$ cat src/design/swg_isqrt.sv
// Pipelined restoring square root of a 62-bit value, one result bit per
// stage. No package use beyond widths from the caller. Sideband carried.
module swg_isqrt #(
    parameter int SB = 1
) (
    input  logic          i_clk,
    input  logic          i_en,
    input  logic [61:0]   i_n,
    input  logic [SB-1:0] i_sb,
    output logic [31:0]   o_root,
    output logic [SB-1:0] o_sb
);
    localparam int NB = 31;
    logic [61:0]   r_n [NB+1];
    logic [31:0]   r_q [NB+1];
    logic [33:0]   r_r [NB+1];
    logic [SB-1:0] r_s [NB+1];

    always_ff @(posedge i_clk) begin
        if (i_en) begin
            r_n[0] <= i_n;
            r_q[0] <= '0;
            r_r[0] <= '0;
            r_s[0] <= i_sb;
        end
    end

    for (genvar k = 0; k < NB; k++) begin : g_st
        logic [33:0] w_t;
        logic [33:0] w_d;
        assign w_t = {r_r[k][31:0], r_n[k][61:60]};
        assign w_d = {r_q[k], 2'b01};
        always_ff @(posedge i_clk) begin
            if (i_en) begin
                r_n[k+1] <= {r_n[k][59:0], 2'b00};
                if (w_t >= w_d) begin
                    r_r[k+1] <= w_t - w_d;
                    r_q[k+1] <= {r_q[k][30:0], 1'b1};
                end else begin
                    r_r[k+1] <= w_t;
                    r_q[k+1] <= {r_q[k][30:0], 1'b0};
                end
                r_s[k+1] <= r_s[k];
            end
        end
    end

    assign o_root = r_q[NB];
    assign o_sb   = r_s[NB];
endmodule

$ cat config.mk
export PLATFORM = sky130hd
export DESIGN_NAME = swg_isqrt
export DESIGN_NICKNAME = d
export VERILOG_FILES = /design/src/design/swg_isqrt.sv
export SDC_FILE = /design/constraint.sdc
export NUM_CORES = 2
export LEC_CHECK = 0
export BUFFER_PORTS_ARGS = -buffer_cell sky130_fd_sc_hd__buf_2
export CORE_MARGIN = 4
export CORE_UTILIZATION = 57
export CTS_BUF_LIST = sky130_fd_sc_hd__clkbuf_8 sky130_fd_sc_hd__clkbuf_16
export DETAILED_ROUTE_END_ITERATION = 16
export GPL_ROUTABILITY_DRIVEN = 0
export PLACE_DENSITY = 0.8
export SKIP_CTS_REPAIR_TIMING = 1
export SLEW_MARGIN = 25
export SYNTH_ARGS = -nofsm -noshare
export SYNTH_HDL_FRONTEND = slang
export SYNTH_MEMORY_MAX_BITS = 65536
export SYNTH_SLANG_ARGS = --single-unit
$ cat constraint.sdc
create_clock -name i_clk -period 3.82 [get_ports i_clk]
set_input_delay 0.573 -clock i_clk [delete_from_list [all_inputs] [get_ports i_clk]]
set_output_delay 0.573 -clock i_clk [all_outputs]
set_load 0.005 [all_outputs]
# ---- After elaboration in Yosys (flattened, before gate mapping)
# Memory sizes are Yosys's and may differ from the RTL's.
# Cells that the tools add are included.
dict set report totals {
  regBits 0
  ram_bits 4128
  in_bits 65
  output_inout_bits 33
  wordCells 378
  mem_count 4
}
# name depth width read_ports rd_ports_with_merged_regs write_ports line
set mem_list {}
lappend mem_list {r_n 32 62 31 0 32 14} ;# logic [61:0] r_n [NB+1];
lappend mem_list {r_r 32 34 31 0 32 16} ;# logic [33:0] r_r [NB+1];
lappend mem_list {r_q 32 32 32 0 32 15} ;# logic [31:0] r_q [NB+1];
lappend mem_list {r_s 32 1 32 0 32 17} ;# logic [SB-1:0] r_s [NB+1];
dict set report op_classes {
  addsub 31
  magnitude_cmp 31
  n_mux 250
  bitwise 62
}
# operator n
set ops {}
lappend ops {{>= comparator 34 bit} 31}
lappend ops {{2-to-1 mux 34 bit} 31}
lappend ops {{subtractor 34 bit} 31}
lappend ops {{2-to-1 mux 32 bit} 31}
lappend ops {{2-to-1 mux 1 bit} 188}
lappend ops {{OR 1 bit} 62}

# ---- Longest topological paths before layout
# An unclocked memory read counts as a cell.
dict set report logic_depth {
  ltp_word 6
  depth_mapped 14
  mapped_depth_nobuf 12
}

# ---- Worst setup path after synthesis
# OpenSTA, ideal clock, no wires.
dict set report synth_path {
  path_kind {input port to flip-flop}
  from {input port i_en}
  to {memory r_q[30][0] (netlist: r_q[1][448]) (enable)}
  setup_ps 442
  arrival_ps 3302
  setup_slack_ps 76
  path_stages 5
  cell_sequence {clkbuf_1 clkbuf_1 clkbuf_1 clkbuf_1 clkbuf_1}
}
# element line
set synth_lines {}
lappend synth_lines {{start, declared} 7} ;# input logic i_en,
lappend synth_lines {{end, declared} 15}

==> impl_metrics.toml <==
[power]
powerDensity_nw_per_um2 = 599
p_comb_frac = 0.206
leakagePower_nw = 47.6
vdd_ir_drop_max_mv = 0.601
intPower_mw = 53.6
p_sw_mw = 21.3
p_sw_frac = 0.284
power_mw = 75.0
p_clk_frac = 0.315
p_seq_frac = 0.479

[floorplanning]
initial_core_util = 0.574
rows = 162
die_h_um = 451
dieArea_um2 = 204000
coreArea_um2 = 195000
die_w_um = 451
ios = 98

[yosys]
ys_seq_elements = 2433
synth.distinct_cells = 88
synth.top_cell.area_share = 0.652
netlist_instances = 8599
ys_warn_count = 0
syn-num-nets = 9193
async_flop_share = 0
synthFlopType = "edfxtp_1"
synth_edf_count = 2432
netlist.top_cell.by_area = "edfxtp_1"
avgSynthCellArea_um2 = 13.0
yosys-top-cells-area = "edfxtp_1, ha_1, xor2_1"
synth-seq-area-share = 0.652
synth_area_um2 = 112000

[final_layout]
most-common-layout-cells = "edfxtp_1, inv_1, nand2_1"
nets = 9535
fin_util = 0.641
area_growth_pct = 11.6
layout_commonest_cell = "edfxtp_1"
layout-drive-gt1-share = 0.0829

[flow_run]
drv_cap = 0

[clock_tree]
clk_latency_ns = 0.87
cts_made_buffers = 237
cts_root_buffer = "clkbuf_16"
htreeDepth = 4
max-clock-path-buffers = 3
cts.sinks = 2433
clk_pin_slew_ns = 0.06
cts_tree = "done"

[global_route]
grt-ovfl-total = 0
antenna_found_initial = 4
grt_max_degree = 186
grt_pass1_vias = 68564
grt_pass1_wl_um = 354000
track_usage = 0.214

[setup_path]
startpoint_type = "flip-flop"
required_ns = 4.39
worst-path-max-fanout = 5
end_kind = "flip-flop"
cp.arrival_ns = 4.32
path_class = "reg2reg"

[detailed_routing]
vias = 68800
wl_per_cell_um = 19.0
first_iter_violations = 6338
wirelength_um = 224000
drt_pass1_iterations = 11
drt-vias-per-instance = 5.85
drcViolationCount = 0
drtAntennaViolNets = 0

[sta]
drv_slew = 0
fmax_ghz = 0.266
clock_skew_ns = 0.0675
fin_crit_ns = 3.75
slew_headroom = 0.341
worstMarginPinSlew_ns = 0.989
fin_crit_sh = 0.982
setup_viol = 0
hold_viol = 0
hold-worst-slack_ns = 0.133

[placement]
dp_hpwl_um = 154000
port_buffers = 96

[worst_hold_path]
hp-class = "in2reg"

[outcome]
status = "finished, final reports clean"
## layer usage
| metal | global-route usage | share of wire |
|---|---|---|
| met4 | 0.0995 | 0.049 |
| met5 | 0 | 0.00010 |
| met1 | 0.261 | 0.39 |
| met2 | 0.375 | 0.50 |
| met3 | 0.0328 | 0.057 |
## path summary, 6_finish.rpt
check	startpoint	end	slack, ns	cells past startpoint
worst min-delay path	i_en	r_r[0][402]	0.13	1
worst max register to register	r_r[1][342]	r_r[1][403]	0.07	11
worst max-delay path	r_r[1][342]	r_r[1][403]	0.07	11
worst min register to register	r_n[0][86]	r_n[0][150]	0.39	0
## cell usage after synthesis, types with 22 or more instances
master,n
o31ai_1,44
or2_2,46
a211oi_1,61
o21bai_1,47
o211ai_1,31
mux2_2,75
nor2b_1,83
o21ai_0,487
xor2_1,392
nand3_1,138
xnor2_1,369
nor3_1,188
nand2b_1,87
nand4_1,82
o21a_1,93
and2_1,39
inv_1,656
or4_1,54
a31oi_1,36
nor2_1,523
clkbuf_1,179
and3_1,53
a21oi_1,480
nand2_1,658
a21o_1,174
edfxtp_1,2432
nor4_1,104
ha_1,529
nand4b_1,22
or3_1,102
## area by class of cell
class	count	area, µm²
antenna	2	5.00
fill	13582	70100
sequential	2433	73100
inverter	656	2460
timing repair buffer	295	2400
clock buffer	237	5930
clock inverter	205	2080
tap	2624	3280
multi-input combinational	5318	35800
## logic make-up after synthesis
group / share of synthesized area
adder cells (fa/ha/maj): 0.0591
flip-flops: 0.652
multiplexers: 0.00861
other: 0.0000335
buffers and inverters: 0.0286
AO/OA/AOI/OAI: 0.0925
AND/OR/NAND/NOR: 0.0997
XOR/XNOR: 0.0595
## power by group through the flow
stage | Sequential [mW] | Clock, mW | Combinational [mW]
after floorplan | 35.4 | 0 | 11.4
after global placement | 36.3 | 0 | 14.3
after detailed placement | 36.4 | 0 | 15.0
after CTS | 35.9 | 24.1 | 15.1
after global routing | 36.2 | 25.4 | 17.1
final | 35.9 | 23.6 | 15.4
## metrics by stage
stage	instances	setup TNS, ns	setup slack (ns)	area [µm²]
finish	11770	0	0.0675	125000
floorplan	8599	0	0.0763	112000
global placement	11261	0	0.0241	116000
CTS	11703	-0.126	-0.126	124000
detailed placement	11261	-0.111	-0.111	116000
global route	11769	-0.0809	-0.0298	125000
## critical path, stage by stage, from the launching register on
cell	delay, ns
edfxtp_1	0.40
ha_1	0.27
or3_1	0.39
o22ai_1	0.20
a211oi_1	0.18
o21ai_0	0.54
a21oi_1	0.16
nor4_1	0.28
buf_4	0.18
o21bai_1	0.09
a2111oi_0	0.61
xor2_1	0.14
## state kept, by name, summed over array words and instances, names as in the netlist
register / flops
r_n: 992
r_q: 496
r_r: 913
r_s: 32
(Power assumes the default switching activity.)
